[src/rtl/core/assert_macros.svh]
// ----------------------------------------------------------------------------
// Assertion macros
// Shared concurrent assertion wrappers, clocked on clk, quiet during reset.
// ----------------------------------------------------------------------------
`ifndef ASSERT_MACROS_SVH
`define ASSERT_MACROS_SVH

// Property must hold at every clock edge outside reset.
`define ASSERT_AT(lbl, prop, msg) \
  lbl: assert property (@(posedge clk) disable iff (!rst_n) (prop)) else $error(msg);

// Expression must never be true outside reset.
`define ASSERT_NEVER(lbl, expr, msg) \
  lbl: assert property (@(posedge clk) disable iff (!rst_n) !(expr)) else $error(msg);

`endif

[src/rtl/core/lpma_pkg.sv]
// ----------------------------------------------------------------------------
// lpma_pkg
// Shared types and constants of the lane point moving average.
// ----------------------------------------------------------------------------
package lpma_pkg;

  localparam int IN_W      = 12;  // input coordinate port width
  localparam int OUT_W     = 12;  // mean port width
  localparam int EXT_W     = 16;  // widest supported coordinate
  localparam int NUM_LANES = 4;

  localparam int LANE_LEFT_A  = 0;
  localparam int LANE_LEFT_B  = 1;
  localparam int LANE_RIGHT_A = 2;
  localparam int LANE_RIGHT_B = 3;

  typedef struct packed {
    logic done;        // lane idle, means are final
    logic has_points;  // window holds at least one point
  } lane_status_t;

endpackage

[src/rtl/core/lpma_ram.sv]
// ----------------------------------------------------------------------------
// lpma_ram
// Generic single write port, single read port RAM with registered read.
// ----------------------------------------------------------------------------
module lpma_ram #(
  parameter int WIDTH = 24,
  parameter int DEPTH = 20,
  parameter int AW    = (DEPTH > 1) ? $clog2(DEPTH) : 1
) (
  input  logic             clk,
  input  logic             we,
  input  logic [AW-1:0]    waddr,
  input  logic [WIDTH-1:0] wdata,
  input  logic             re,
  input  logic [AW-1:0]    raddr,
  output logic [WIDTH-1:0] rdata
);

  logic [WIDTH-1:0] mem [DEPTH];

  always_ff @(posedge clk) begin
    if (we) begin
      mem[waddr] <= wdata;
    end
    if (re) begin
      rdata <= mem[raddr];
    end
  end

endmodule

[src/rtl/core/lpma_div.sv]
// ----------------------------------------------------------------------------
// lpma_div
// Restoring bit-serial unsigned divider, one quotient bit per cycle.
// ----------------------------------------------------------------------------
module lpma_div #(
  parameter int NUM_W = 17,
  parameter int DEN_W = 5
) (
  input  logic             clk,
  input  logic             rst_n,
  input  logic             start,
  input  logic [NUM_W-1:0] num,
  input  logic [DEN_W-1:0] den,
  output logic             busy,
  output logic [NUM_W-1:0] quo
);

  localparam int CW = $clog2(NUM_W + 1);

  logic             busy_r, busy_nxt;
  logic [CW-1:0]    cnt_r, cnt_nxt;
  logic [NUM_W-1:0] num_r;
  logic [DEN_W-1:0] den_r;
  logic [DEN_W-1:0] rem_r;
  logic [DEN_W:0]   trial;
  logic [DEN_W:0]   diff;
  logic             qbit;

  // Shift the next dividend bit into the partial remainder and try a subtract
  assign trial = {rem_r, num_r[NUM_W-1]};
  assign diff  = trial - {1'b0, den_r};
  assign qbit  = (trial >= {1'b0, den_r});

  always_comb begin
    busy_nxt = busy_r;
    cnt_nxt  = cnt_r;
    if (start) begin
      busy_nxt = 1'b1;
      cnt_nxt  = CW'(NUM_W);
    end else if (busy_r) begin
      cnt_nxt = cnt_r - 1'b1;
      if (cnt_r == CW'(1)) begin
        busy_nxt = 1'b0;
      end
    end
  end

  always_ff @(posedge clk) begin
    if (!rst_n) begin
      busy_r <= 1'b0;
      cnt_r  <= '0;
    end else begin
      busy_r <= busy_nxt;
      cnt_r  <= cnt_nxt;
    end
  end

  always_ff @(posedge clk) begin
    if (start) begin
      num_r <= num;
      den_r <= den;
      rem_r <= '0;
    end else if (busy_r) begin
      num_r <= {num_r[NUM_W-2:0], qbit};
      rem_r <= qbit ? diff[DEN_W-1:0] : trial[DEN_W-1:0];
    end
  end

  assign busy = busy_r;
  assign quo  = num_r;

endmodule

[src/rtl/core/lpma_lane.sv]
// ----------------------------------------------------------------------------
// lpma_lane
// One endpoint window: history RAM, running sums, fill count and two
// serial dividers that produce the window's mean x and y.
// ----------------------------------------------------------------------------
module lpma_lane import lpma_pkg::*; #(
  parameter int WINDOW     = 20,
  parameter int COORD_BITS = 12
) (
  input  logic             clk,
  input  logic             rst_n,
  input  logic             start,
  input  logic [IN_W-1:0]  in_x,
  input  logic [IN_W-1:0]  in_y,
  output lane_status_t     status,
  output logic [OUT_W-1:0] mean_x,
  output logic [OUT_W-1:0] mean_y
);

  localparam int FW = $clog2(WINDOW + 1);
  localparam int PW = (WINDOW > 1) ? $clog2(WINDOW) : 1;
  localparam int SW = COORD_BITS + FW;
  localparam int CB = COORD_BITS;

  typedef enum logic [2:0] {
    L_IDLE = 3'b001,
    L_UPD  = 3'b010,
    L_DIV  = 3'b100
  } lane_state_t;

  lane_state_t state_r, state_nxt;

  logic [CB-1:0]   x_r, y_r;
  logic            pres_r;
  logic [FW-1:0]   fill_r, fill_nxt;
  logic [PW-1:0]   wpos_r, wpos_nxt;
  logic [SW-1:0]   sum_x_r, sum_x_nxt;
  logic [SW-1:0]   sum_y_r, sum_y_nxt;

  logic [EXT_W-1:0] x_ext, y_ext;
  logic [CB-1:0]    x_in, y_in;
  logic [2*CB-1:0]  old_pt;
  logic [CB-1:0]    old_x, old_y;
  logic             full;
  logic             upd;

  logic             div_x_busy, div_y_busy;
  logic [SW-1:0]    quo_x, quo_y;
  logic [SW+OUT_W-1:0] quo_x_ext, quo_y_ext;

  assign x_ext = {{(EXT_W-IN_W){1'b0}}, in_x};
  assign y_ext = {{(EXT_W-IN_W){1'b0}}, in_y};
  assign x_in  = x_ext[CB-1:0];
  assign y_in  = y_ext[CB-1:0];

  always_comb begin
    state_nxt = state_r;
    case (state_r)
      L_IDLE:  if (start) state_nxt = L_UPD;
      L_UPD:   state_nxt = L_DIV;
      L_DIV:   if (!div_x_busy && !div_y_busy) state_nxt = L_IDLE;
      default: state_nxt = L_IDLE;
    endcase
  end

  always_ff @(posedge clk) begin
    if (!rst_n) begin
      state_r <= L_IDLE;
    end else begin
      state_r <= state_nxt;
    end
  end

  always_ff @(posedge clk) begin
    if (start) begin
      x_r    <= x_in;
      y_r    <= y_in;
      pres_r <= (x_in != '0) || (y_in != '0);
    end
  end

  // Oldest entry is read at the write slot on the accept edge, used in L_UPD
  lpma_ram #(
    .WIDTH (2 * CB),
    .DEPTH (WINDOW)
  ) u_hist (
    .clk   (clk),
    .we    (upd),
    .waddr (wpos_r),
    .wdata ({y_r, x_r}),
    .re    (start),
    .raddr (wpos_r),
    .rdata (old_pt)
  );

  assign old_x = old_pt[CB-1:0];
  assign old_y = old_pt[2*CB-1:CB];
  assign full  = (fill_r == FW'(WINDOW));
  assign upd   = (state_r == L_UPD) && pres_r;

  always_comb begin
    fill_nxt  = fill_r;
    wpos_nxt  = wpos_r;
    sum_x_nxt = sum_x_r;
    sum_y_nxt = sum_y_r;
    if (upd) begin
      fill_nxt  = full ? fill_r : fill_r + 1'b1;
      wpos_nxt  = (wpos_r == PW'(WINDOW - 1)) ? '0 : wpos_r + 1'b1;
      sum_x_nxt = sum_x_r + {{FW{1'b0}}, x_r} - (full ? {{FW{1'b0}}, old_x} : '0);
      sum_y_nxt = sum_y_r + {{FW{1'b0}}, y_r} - (full ? {{FW{1'b0}}, old_y} : '0);
    end
  end

  always_ff @(posedge clk) begin
    if (!rst_n) begin
      fill_r  <= '0;
      wpos_r  <= '0;
      sum_x_r <= '0;
      sum_y_r <= '0;
    end else begin
      fill_r  <= fill_nxt;
      wpos_r  <= wpos_nxt;
      sum_x_r <= sum_x_nxt;
      sum_y_r <= sum_y_nxt;
    end
  end

  lpma_div #(
    .NUM_W (SW),
    .DEN_W (FW)
  ) u_div_x (
    .clk   (clk),
    .rst_n (rst_n),
    .start (state_r == L_UPD),
    .num   (sum_x_nxt),
    .den   (fill_nxt),
    .busy  (div_x_busy),
    .quo   (quo_x)
  );

  lpma_div #(
    .NUM_W (SW),
    .DEN_W (FW)
  ) u_div_y (
    .clk   (clk),
    .rst_n (rst_n),
    .start (state_r == L_UPD),
    .num   (sum_y_nxt),
    .den   (fill_nxt),
    .busy  (div_y_busy),
    .quo   (quo_y)
  );

  assign quo_x_ext = {{OUT_W{1'b0}}, quo_x};
  assign quo_y_ext = {{OUT_W{1'b0}}, quo_y};

  // Empty window divides by zero; force the mean to zero instead
  assign mean_x = (fill_r != '0) ? quo_x_ext[OUT_W-1:0] : '0;
  assign mean_y = (fill_r != '0) ? quo_y_ext[OUT_W-1:0] : '0;

  assign status.done       = (state_r == L_IDLE);
  assign status.has_points = (fill_r != '0);

endmodule

[src/rtl/core/lane_point_moving_average.sv]
// ----------------------------------------------------------------------------
// lane_point_moving_average
// Moving average of four lane endpoints over the last WINDOW found points,
// one lane per endpoint, merged into one registered result.
// ----------------------------------------------------------------------------
//  Channel | Direction | Handshake          | Payload
//  in_     | input     | in_valid/in_stall  | four endpoints, x and y each
//  out_    | output    | out_valid/out_stall| eight means, tracking_valid
//
// One item at a time: after transfer each lane updates its window and runs its
// bit-serial dividers, and the merged result is then registered.
// in_stall is high from transfer until the result is in the output register.
// A finished result waits in the lanes while out_stall holds the previous one.
// Synchronous active-low reset clears counts, sums and handshake state; the
// history RAMs are not cleared and their data is used only after being written.
// ----------------------------------------------------------------------------
`include "assert_macros.svh"

module lane_point_moving_average import lpma_pkg::*; #(
  parameter int WINDOW     = 20,
  parameter int COORD_BITS = 12
) (
  input  logic             clk,
  input  logic             rst_n,

  input  logic             in_valid,
  output logic             in_stall,
  input  logic [IN_W-1:0]  in_left_a_x,
  input  logic [IN_W-1:0]  in_left_a_y,
  input  logic [IN_W-1:0]  in_left_b_x,
  input  logic [IN_W-1:0]  in_left_b_y,
  input  logic [IN_W-1:0]  in_right_a_x,
  input  logic [IN_W-1:0]  in_right_a_y,
  input  logic [IN_W-1:0]  in_right_b_x,
  input  logic [IN_W-1:0]  in_right_b_y,

  output logic             out_valid,
  input  logic             out_stall,
  output logic [OUT_W-1:0] out_mean_left_a_x,
  output logic [OUT_W-1:0] out_mean_left_a_y,
  output logic [OUT_W-1:0] out_mean_left_b_x,
  output logic [OUT_W-1:0] out_mean_left_b_y,
  output logic [OUT_W-1:0] out_mean_right_a_x,
  output logic [OUT_W-1:0] out_mean_right_a_y,
  output logic [OUT_W-1:0] out_mean_right_b_x,
  output logic [OUT_W-1:0] out_mean_right_b_y,
  output logic             out_tracking_valid
);

  typedef enum logic [1:0] {
    S_IDLE = 2'b01,
    S_BUSY = 2'b10
  } top_state_t;

  top_state_t state_r, state_nxt;

  logic [IN_W-1:0]  lane_x [NUM_LANES];
  logic [IN_W-1:0]  lane_y [NUM_LANES];
  logic [OUT_W-1:0] lane_mx [NUM_LANES];
  logic [OUT_W-1:0] lane_my [NUM_LANES];
  lane_status_t     lane_st [NUM_LANES];
  logic [NUM_LANES-1:0] lane_done;

  logic in_xfer;
  logic out_free;
  logic load;
  logic track;

  logic             out_valid_r, out_valid_nxt;
  logic             track_r;
  logic [OUT_W-1:0] mx_r [NUM_LANES];
  logic [OUT_W-1:0] my_r [NUM_LANES];

  assign lane_x[LANE_LEFT_A]  = in_left_a_x;
  assign lane_y[LANE_LEFT_A]  = in_left_a_y;
  assign lane_x[LANE_LEFT_B]  = in_left_b_x;
  assign lane_y[LANE_LEFT_B]  = in_left_b_y;
  assign lane_x[LANE_RIGHT_A] = in_right_a_x;
  assign lane_y[LANE_RIGHT_A] = in_right_a_y;
  assign lane_x[LANE_RIGHT_B] = in_right_b_x;
  assign lane_y[LANE_RIGHT_B] = in_right_b_y;

  assign in_stall = (state_r != S_IDLE);
  assign in_xfer  = in_valid && !in_stall;

  for (genvar g = 0; g < NUM_LANES; g++) begin : g_lane
    lpma_lane #(
      .WINDOW     (WINDOW),
      .COORD_BITS (COORD_BITS)
    ) u_lane (
      .clk    (clk),
      .rst_n  (rst_n),
      .start  (in_xfer),
      .in_x   (lane_x[g]),
      .in_y   (lane_y[g]),
      .status (lane_st[g]),
      .mean_x (lane_mx[g]),
      .mean_y (lane_my[g])
    );
    assign lane_done[g] = lane_st[g].done;
  end

  // Merge: means pass only when both first-endpoint windows hold points, else zero
  assign out_free = !out_valid_r || !out_stall;
  assign load     = (state_r == S_BUSY) && (&lane_done) && out_free;
  assign track    = lane_st[LANE_LEFT_A].has_points && lane_st[LANE_RIGHT_A].has_points;

  always_comb begin
    state_nxt = state_r;
    case (state_r)
      S_IDLE:  if (in_xfer) state_nxt = S_BUSY;
      S_BUSY:  if (load) state_nxt = S_IDLE;
      default: state_nxt = S_IDLE;
    endcase
  end

  always_comb begin
    out_valid_nxt = out_valid_r;
    if (out_valid_r && !out_stall) begin
      out_valid_nxt = 1'b0;
    end
    if (load) begin
      out_valid_nxt = 1'b1;
    end
  end

  always_ff @(posedge clk) begin
    if (!rst_n) begin
      state_r     <= S_IDLE;
      out_valid_r <= 1'b0;
    end else begin
      state_r     <= state_nxt;
      out_valid_r <= out_valid_nxt;
    end
  end

  always_ff @(posedge clk) begin
    if (load) begin
      track_r <= track;
      for (int i = 0; i < NUM_LANES; i++) begin
        mx_r[i] <= track ? lane_mx[i] : '0;
        my_r[i] <= track ? lane_my[i] : '0;
      end
    end
  end

  assign out_valid          = out_valid_r;
  assign out_tracking_valid = track_r;
  assign out_mean_left_a_x  = mx_r[LANE_LEFT_A];
  assign out_mean_left_a_y  = my_r[LANE_LEFT_A];
  assign out_mean_left_b_x  = mx_r[LANE_LEFT_B];
  assign out_mean_left_b_y  = my_r[LANE_LEFT_B];
  assign out_mean_right_a_x = mx_r[LANE_RIGHT_A];
  assign out_mean_right_a_y = my_r[LANE_RIGHT_A];
  assign out_mean_right_b_x = mx_r[LANE_RIGHT_B];
  assign out_mean_right_b_y = my_r[LANE_RIGHT_B];

  `ASSERT_AT(a_xfer_then_busy, in_valid && !in_stall |=> in_stall, "input not held off after transfer")
  `ASSERT_AT(a_lanes_lockstep, lane_done == '0 || lane_done == '1, "lanes out of step")
  `ASSERT_AT(a_load_from_busy, $rose(out_valid) |-> $past(state_r == S_BUSY), "result without an item")
  `ASSERT_NEVER(a_untracked_zero, out_valid && !out_tracking_valid && (out_mean_left_a_x != '0 || out_mean_right_a_x != '0 || out_mean_left_b_y != '0 || out_mean_right_b_y != '0), "untracked result has nonzero means")

endmodule
[config.mk]
export PLATFORM = sky130hd
export DESIGN_NAME = lane_point_moving_average
export DESIGN_NICKNAME = d
export VERILOG_FILES = /design/src/rtl/core/lpma_pkg.sv /design/src/rtl/core/lpma_ram.sv /design/src/rtl/core/lpma_div.sv /design/src/rtl/core/lpma_lane.sv /design/src/rtl/core/lane_point_moving_average.sv
export VERILOG_INCLUDE_DIRS = /design/src /design/src/rtl/core
export SDC_FILE = /design/constraint.sdc
export NUM_CORES = 2
export LEC_CHECK = 0
export BUFFER_PORTS_ARGS = -buffer_cell sky130_fd_sc_hd__buf_2
export CAP_MARGIN = 10
export CORE_ASPECT_RATIO = 0.7
export CORE_UTILIZATION = 45
export DETAILED_ROUTE_END_ITERATION = 6
export PLACE_DENSITY = 0.71
export SETUP_SLACK_MARGIN = 0.2
export SLEW_MARGIN = 20
export SYNTH_ARGS = -nofsm -noshare
export SYNTH_HDL_FRONTEND = slang
export SYNTH_SLANG_ARGS = --single-unit
[constraint.sdc]
create_clock -name clk -period 10.05 [get_ports clk]
set_input_delay 2.01 -clock clk [delete_from_list [all_inputs] [get_ports clk]]
set_output_delay 2.01 -clock clk [all_outputs]
set_load 0.02 [all_outputs]
After elaboration in Yosys (flattened, before gate mapping)
Memory sizes are Yosys's and may differ from the RTL's. A register that Yosys moved wholly into a read port is not among the register bits. Index checks and enable logic that the tools add are counted.

Flip-flop bits (word level): 536. Bits in latches: 0. RAM bits: 2016. ROM bits: 0. Input bits: 100. Output and inout bits: 99. Logic and storage cells: 367. Memories: 6.

Add/sub/neg operators: 40. $mul: 0. Div/mod/pow operators: 0. Order comparisons: 8. Equal/unequal tests: 41. Shift-type cells: 0. Multiplexer cells: 132. Bitwise logic cells: 1. Reductions and logical operators: 60.

Memory list: g_lane[0].u_lane.u_hist.mem (depth 20, width 24, read ports 1, clocked after memory_dff 1, wr ports 1, RTL line lpma_ram.sv:19) `logic [WIDTH-1:0] mem [DEPTH];`; g_lane[1].u_lane.u_hist.mem (depth 20, width 24, read ports 1, clocked after memory_dff 1, wr ports 1, RTL line lpma_ram.sv:19); g_lane[2].u_lane.u_hist.mem (depth 20, width 24, read ports 1, clocked after memory_dff 1, wr ports 1, RTL line lpma_ram.sv:19); g_lane[3].u_lane.u_hist.mem (depth 20, width 24, read ports 1, clocked after memory_dff 1, wr ports 1, RTL line lpma_ram.sv:19); mx_r (depth 4, width 12, read ports 4, clocked after memory_dff 0, wr ports 4, RTL line lane_point_moving_average.sv:71) `logic [OUT_W-1:0] mx_r [NUM_LANES];`; my_r (depth 4, width 12, read ports 4, clocked after memory_dff 0, wr ports 4, RTL line lane_point_moving_average.sv:72) `logic [OUT_W-1:0] my_r [NUM_LANES];`.

Operators with widths (count): $mux 17 (24); $mux 12 (24); $mux 5 (36); $add 17x12->17 (8); $sub 17x17->17 (8); $reduce_bool 12->1 (8); $ge 6x5->1 (8); $add 5x1->5 const B (8); $eq 5x1->1 const B (8); $eq 5x5->1 const B (8); $sub 5x1->5 const B (8); $sub 5x5->5 (8); $mux 1 (36); $pmux 3 s3 (4); $reduce_bool 5->1 (4); $reduce_bool 2->1 (9); $mux 3 (5); $ne 2x1->1 const B (7); $logic_and 1x1->1 (13); $eq 3x1->1 const B (4); $eq 3x2->1 const B (4); $eq 3x3->1 const B (4); $logic_not 1->1 (11); $reduce_and 2->1 (5); other kinds (9) (20).

Depth between registers and ports, before layout
Depth in word-level cells: 6. Depth in mapped cells: 20.

By module
From an unflattened synthesis, not the netlist that was laid out.

Cells, all modules: 7948. Area total of the unflattened synthesis: 116365.4 um^2.

By module, submodules not included: lpma_ram (instances 4, cells each 1005, area each 19356.1 um^2, sequential area each 15134.5 um^2); lpma_div (instances 8, cells each 127, area each 1582.8 um^2, sequential area each 880.8 um^2); lpma_lane at g_lane[0].u_lane ... (instances 2, cells each 665, area each 5599.1 um^2, sequential area each 1691.6 um^2); lpma_lane at g_lane[3].u_lane (instances 1, cells each 690, area each 5699.2 um^2, sequential area each 1691.6 um^2); lpma_lane at g_lane[2].u_lane (instances 1, cells each 661, area each 5580.4 um^2, sequential area each 1691.6 um^2); lane_point_moving_average (instances 1, cells each 231, area each 3801.1 um^2, sequential area each 2972.9 um^2).

Least setup slack after synthesis
No wires, ideal clock.

Kind: input port to flip-flop. Start: input in_valid. End: register g_lane[2].u_lane.state_r[1]. Arrival: 6.895 ns. Path slack: 3.058 ns. Stages: 5. Buffers on the path: 0. Cells stage by stage: inv_1 -> or2_0 -> inv_1 -> nand2_1 -> nor3_1.

Word-level cells in the longest chain between the ends: 3.

Ends and longest elaborated chain: from (decl) (RTL line lane_point_moving_average.sv:26) `input logic in_valid,`; $logic_and 1x1->1 (RTL line lane_point_moving_average.sv:84) `assign in_xfer = in_valid && !in_stall;`; via g_lane[0].u_lane.start (RTL line lpma_lane.sv:12) `input logic start,`; $ne 2x2->1 (no line); $reduce_and 2->1 (no line); to (signal assigned) (RTL line lpma_lane.sv:70) `state_r <= state_nxt;`; to (decl) (RTL line lpma_lane.sv:31) `lane_state_t state_r, state_nxt;`.

The timed path passes the listed nets, and every way through them passes these cells. A chain may end at the register's enable or synchronous reset.

Final worst setup path
Start: register g_lane[0].u_lane.fill_r[0]. End: register g_lane[0].u_lane.u_div_y.num_r[13] (data pin).

Word-level cells in the longest chain between the ends: 5.

Ends and longest elaborated chain: from (decl) (RTL line lpma_lane.sv:35) `logic [FW-1:0] fill_r, fill_nxt;`; from (signal assigned) (RTL line lpma_lane.sv:121) `fill_r <= fill_nxt;`; $eq 5x5->1 (RTL line lpma_lane.sv:98) `assign full = (fill_r == FW'(WINDOW));`; $mux 12 (RTL line lpma_lane.sv:110) `sum_y_nxt = sum_y_r + {{FW{1'b0}}, y_r} - (full ? {{FW{1'b0}}, old_y} : '0);`; $sub 17x17->17 (RTL line lpma_lane.sv:110); $mux 17 (RTL line lpma_lane.sv:106) `if (upd) begin`; $mux 17 (RTL line lpma_div.sv:59) `if (start) begin`; to (signal assigned) (RTL line lpma_div.sv:60) `num_r <= num;`; to (signal assigned) (RTL line lpma_div.sv:64) `num_r <= {num_r[NUM_W-2:0], qbit};`; to (decl) (RTL line lpma_div.sv:22) `logic [NUM_W-1:0] num_r;`.

Every way passes these cells.

==> reports/metrics.yaml <==
period_minus_slack_ns: 4.827
p_seq_share_pct: 53.1
port_buffers: 198
rr_endpoint: "g_lane[0].u_lane.u_div_y.quo[13]"
grt_antenna_before_repair: 7
syn-num-nets: 7546
path_cells: "inv_1 > ha_1 > nor2b_1 > and3_1 > and2_1 > fa_1 > inv_1 > ha_1 > a21o_1 > a21oi_1 > o21ai_1 > a211oi_1 > o31ai_1 > a41oi_1 > xor2_1 > o21ai_0"
worst_pin_slew_ns: 1.156
multi_input_area_sq_um: 32950
whs_endpoint: "g_lane[2].u_lane.sum_x_r[11]"
ys_seq_area_share_pct: 67.95
die-area_sq_um: 253000
min-delay-start: "g_lane[2].u_lane.sum_x_r[11]"
grt_overflow: 0
postCtsSetupRepairBufs: 0
synth.mux.area_fraction_pct: 11.83
grt_pass1_wl_mm: 387.6
startpoint: "g_lane[0].u_lane.fill_r[0]"
drtIter0Drc: 6435
stdcell_area_sq_um: 126200
period_share_pct: 48.03
die_w_um: 600.7
hold_viol_final: 0
synth-seq-cells: 2648
mostFrequentLayoutCells: "2,369 x edfxtp_1, 547 x inv_1, 490 x mux4_2, 426 x nand2_1, 329 x a21oi_1"
violations: "design-rule violations"
timing.rr.start: "g_lane[0].u_lane.fill_r[0]"
max_stage_delay_ns: 0.86
fmax_mhz: 207.2
die_y_um: 421.1
setup_viol: 0
crit_fanout: 27
netSwitchingPower_w: 0.005244
synth_edf_count: 2369
cts_max_path_buffers: 4
p_int_w: 0.01813
slew_violations: 0
yosysUniqueCellTypes: 84
hold_path_depth: 2
syn2layout_area_growth_pct: 11.79
layout_commonest_cell: "edfxtp_1"
syn_area_sq_um: 112900
criticalPathCategory: "reg2reg"
clk_pin_slew_ns: 0.06
syn_avg_cell_area_sq_um: 15.85
cts.sinks: 2648
hp-class: "reg2reg"
rsz0062_at_grt: "no"
synthAdderAreaFrac_pct: 4.237
fin_skew_ns: 0.06429
start_util_pct: 45.37
nFillCells: 20096
power_density_nw_per_um2: 185.2
ioPinCount: 199
synth_xor_area_share_pct: 1.187
antenna_left: 0
route.top_layer_used: "met5"
yosysWarnings: 0
synthCells: 7126
place.detailed.hpwl_mm: 157.0
root_buffer: "clkbuf_16"
fin_nets: 7804
vdd_ir_drop_max_v: 0.0001500
m1WireLength_mm: 112.2
r2r_slack_ns: 5.22
numCtsBuffers: 245
crit_required_ns: 10.65
status: "finished with violations"
cts_tree: "yes"
switching_share_pct: 22.43
cp.buffers_inverters: 2
track_usage_pct: 19.94
synth_top_family_by_area: "multiplexers"
via_per_inst: 5.699
wl_per_cell_um: 23.33
num_rows: 153
async_reset_ff_share_pct: 0
cts-resized-gates: 0
vias: 62227
clk_latency_ns: 0.90
placed_cell_area_sq_um: 118200
maxCapViolations: 0
post_route_cells_drive_above_1_share_pct: 18.31
routed-wl-met2_mm: 116.1
synthFlopType: "edfxtp_1"
power_frac_comb_pct: 6.7
grt_pass1_vias: 62510
end_kind: "flop"
synth-simple-area-share_pct: 6.129
place_congestion: 0.8353
grt_max_degree: 102
h-tree-depth: 4
cp_top_family: "compound AO/OA/AOI/OAI gates"
worstPathArrival_ns: 5.43
p_leak_nw: 42.56
drc: 8
pwr-share-clk_pct: 40.2
relSlewSlack_pct: 22.92
worstRegToRegCells: 16
postCtsHoldBufs: 0
routed_wl_mm: 254.7
cp-start-kind: "flop"
core-area_sq_um: 248900
regArea_sq_um: 76760
critPathSlowestCell: "and3_1"
tns_ns: 0
dr_wl_met3_mm: 19.55
firstDrtPassIters: 7
synth-compound-area-share_pct: 5.595
## Yosys cell counts (12+ instances only)
cell | number | area, sq um
buf_2 | 63 | 315.3
mux2i_1 | 156 | 1562
a21boi_0 | 12 | 90.09
a22oi_1 | 18 | 135.1
o311ai_0 | 22 | 192.7
clkbuf_1 | 264 | 991.0
a32oi_1 | 16 | 140.1
nand4_1 | 21 | 131.4
nand2b_1 | 51 | 319.1
edfxtp_1 | 2369 | 71140
a21o_1 | 53 | 397.9
a31oi_1 | 16 | 100.1
nand2_1 | 428 | 1607
and3_1 | 15 | 93.84
nor4_1 | 25 | 156.4
o211ai_1 | 35 | 262.8
nand3_1 | 50 | 250.2
o21bai_1 | 12 | 90.09
and4_1 | 12 | 105.1
inv_1 | 548 | 2057
a211oi_1 | 71 | 533.0
nor2_1 | 303 | 1137
buf_1 | 21 | 78.83
o21ai_0 | 211 | 1056
nor3_1 | 123 | 615.6
or3_1 | 14 | 87.58
and2_1 | 261 | 1633
fa_1 | 104 | 2082
ha_1 | 216 | 2703
xor2_1 | 55 | 481.7
o31ai_1 | 16 | 120.1
a221oi_1 | 23 | 201.4
nor2b_1 | 58 | 362.9
mux2_2 | 68 | 765.7
mux4_2 | 490 | 11040
dfxtp_1 | 279 | 5585
nor4b_1 | 14 | 122.6
xnor2_1 | 98 | 858.3
a21oi_1 | 329 | 1647
a221o_1 | 63 | 630.6
o21a_1 | 20 | 150.1
## how the worst max path moves through the flow
stage | slack [ns] | cells after the start | to
3_3_place_gp | 5.45 | 16 | g_lane[0].u_lane.u_div_y.quo[13]
3_5_place_dp | 5.35 | 16 | g_lane[0].u_lane.u_div_y.quo[13]
6_report | 5.22 | 16 | g_lane[0].u_lane.u_div_y.quo[13]
5_1_grt | 4.89 | 16 | g_lane[0].u_lane.u_div_y.quo[13]
4_1_cts | 5.28 | 16 | g_lane[0].u_lane.u_div_y.quo[13]
2_1_floorplan | 3.06 | 5 | g_lane[2].u_lane.state_r[1]
## tightest hold or removal path, delay by kind of cell, from the launching register on
family,cells,cell delay (ns)
flip-flops,1,0.31
AND/OR/NAND/NOR,1,0.05
AO/OA/AOI/OAI,1,0.05
## kinds of logic (layout without fill, tap and decap cells)
group,after synthesis,count (layout)
multiplexers,714,714
flip-flops,2648,2648
other,0,2
AND/OR/NAND/NOR,1411,1411
buffers and inverters,900,1359
AO/OA/AOI/OAI,980,980
XOR/XNOR,153,153
adder cells (fa/ha/maj),320,320
## sequential cells by signal, indices dropped and copies added, names as in the netlist, 5 cells and up
signal	cells
g_lane.u_lane.fill_r	20
g_lane.u_lane.state_r	12
g_lane.u_lane.sum_x_r	68
g_lane.u_lane.sum_y_r	68
g_lane.u_lane.u_div_x.cnt_r	20
g_lane.u_lane.u_div_x.den_r	15
g_lane.u_lane.u_div_x.quo	68
g_lane.u_lane.u_div_x.rem_r	20
g_lane.u_lane.u_div_y.cnt_r	20
g_lane.u_lane.u_div_y.den_r	5
g_lane.u_lane.u_div_y.quo	68
g_lane.u_lane.u_div_y.rem_r	20
g_lane.u_lane.u_hist.mem	1920
g_lane.u_lane.u_hist.rdata	96
g_lane.u_lane.wpos_r	20
g_lane.u_lane.x_r	48
g_lane.u_lane.y_r	48
mx_r	48
my_r	48
## power by group through the flow
stage	combinational [W]	sequential, W	clock [W]
after floorplan	0.00117	0.0126	0
after global placement	0.00150	0.0126	0
after detailed placement	0.00156	0.0127	0
after CTS	0.00157	0.0124	0.00956
after global routing	0.00176	0.0124	0.00998
final	0.00157	0.0124	0.00939
## cell type report
cell class / instances / share of cell area [%]
Antenna cell: 2 / 0.003965
Inverter: 550 / 1.645
Tap cell: 3332 / 3.303
Clock inverter: 164 / 1.351
Timing Repair Buffer: 361 / 1.766
Sequential cell: 2648 / 60.81
Multi-Input combinational cell: 3578 / 26.10
Clock buffer: 284 / 5.014
## per-stage QoR
step / util, % / std cells / power, W / setup slack (ns) / hold slack [ns]
2_1_floorplan: - / 7126 / 0.01374 / 3.058 / 0.4363
3_3_place_gp: 47.49 / 10469 / 0.01413 / 5.449 / 0.4414
3_5_place_dp: 47.49 / 10469 / 0.01421 / 5.346 / 0.4474
4_1_cts: 50.72 / 10917 / 0.02355 / 5.275 / 0.4563
5_1_grt: 50.72 / 10918 / 0.02419 / 4.890 / 0.4785
6_report: 50.72 / 10919 / 0.02338 / 5.223 / 0.4522
## routing by layer
metal	global-route usage [%]	up-vias
li1	-	27572
met1	29.73	31882
met2	30.63	2403
met3	2.980	368
met4	5.520	2
met5	0	-
No activity file was read; power rests on OpenSTA's default activity.
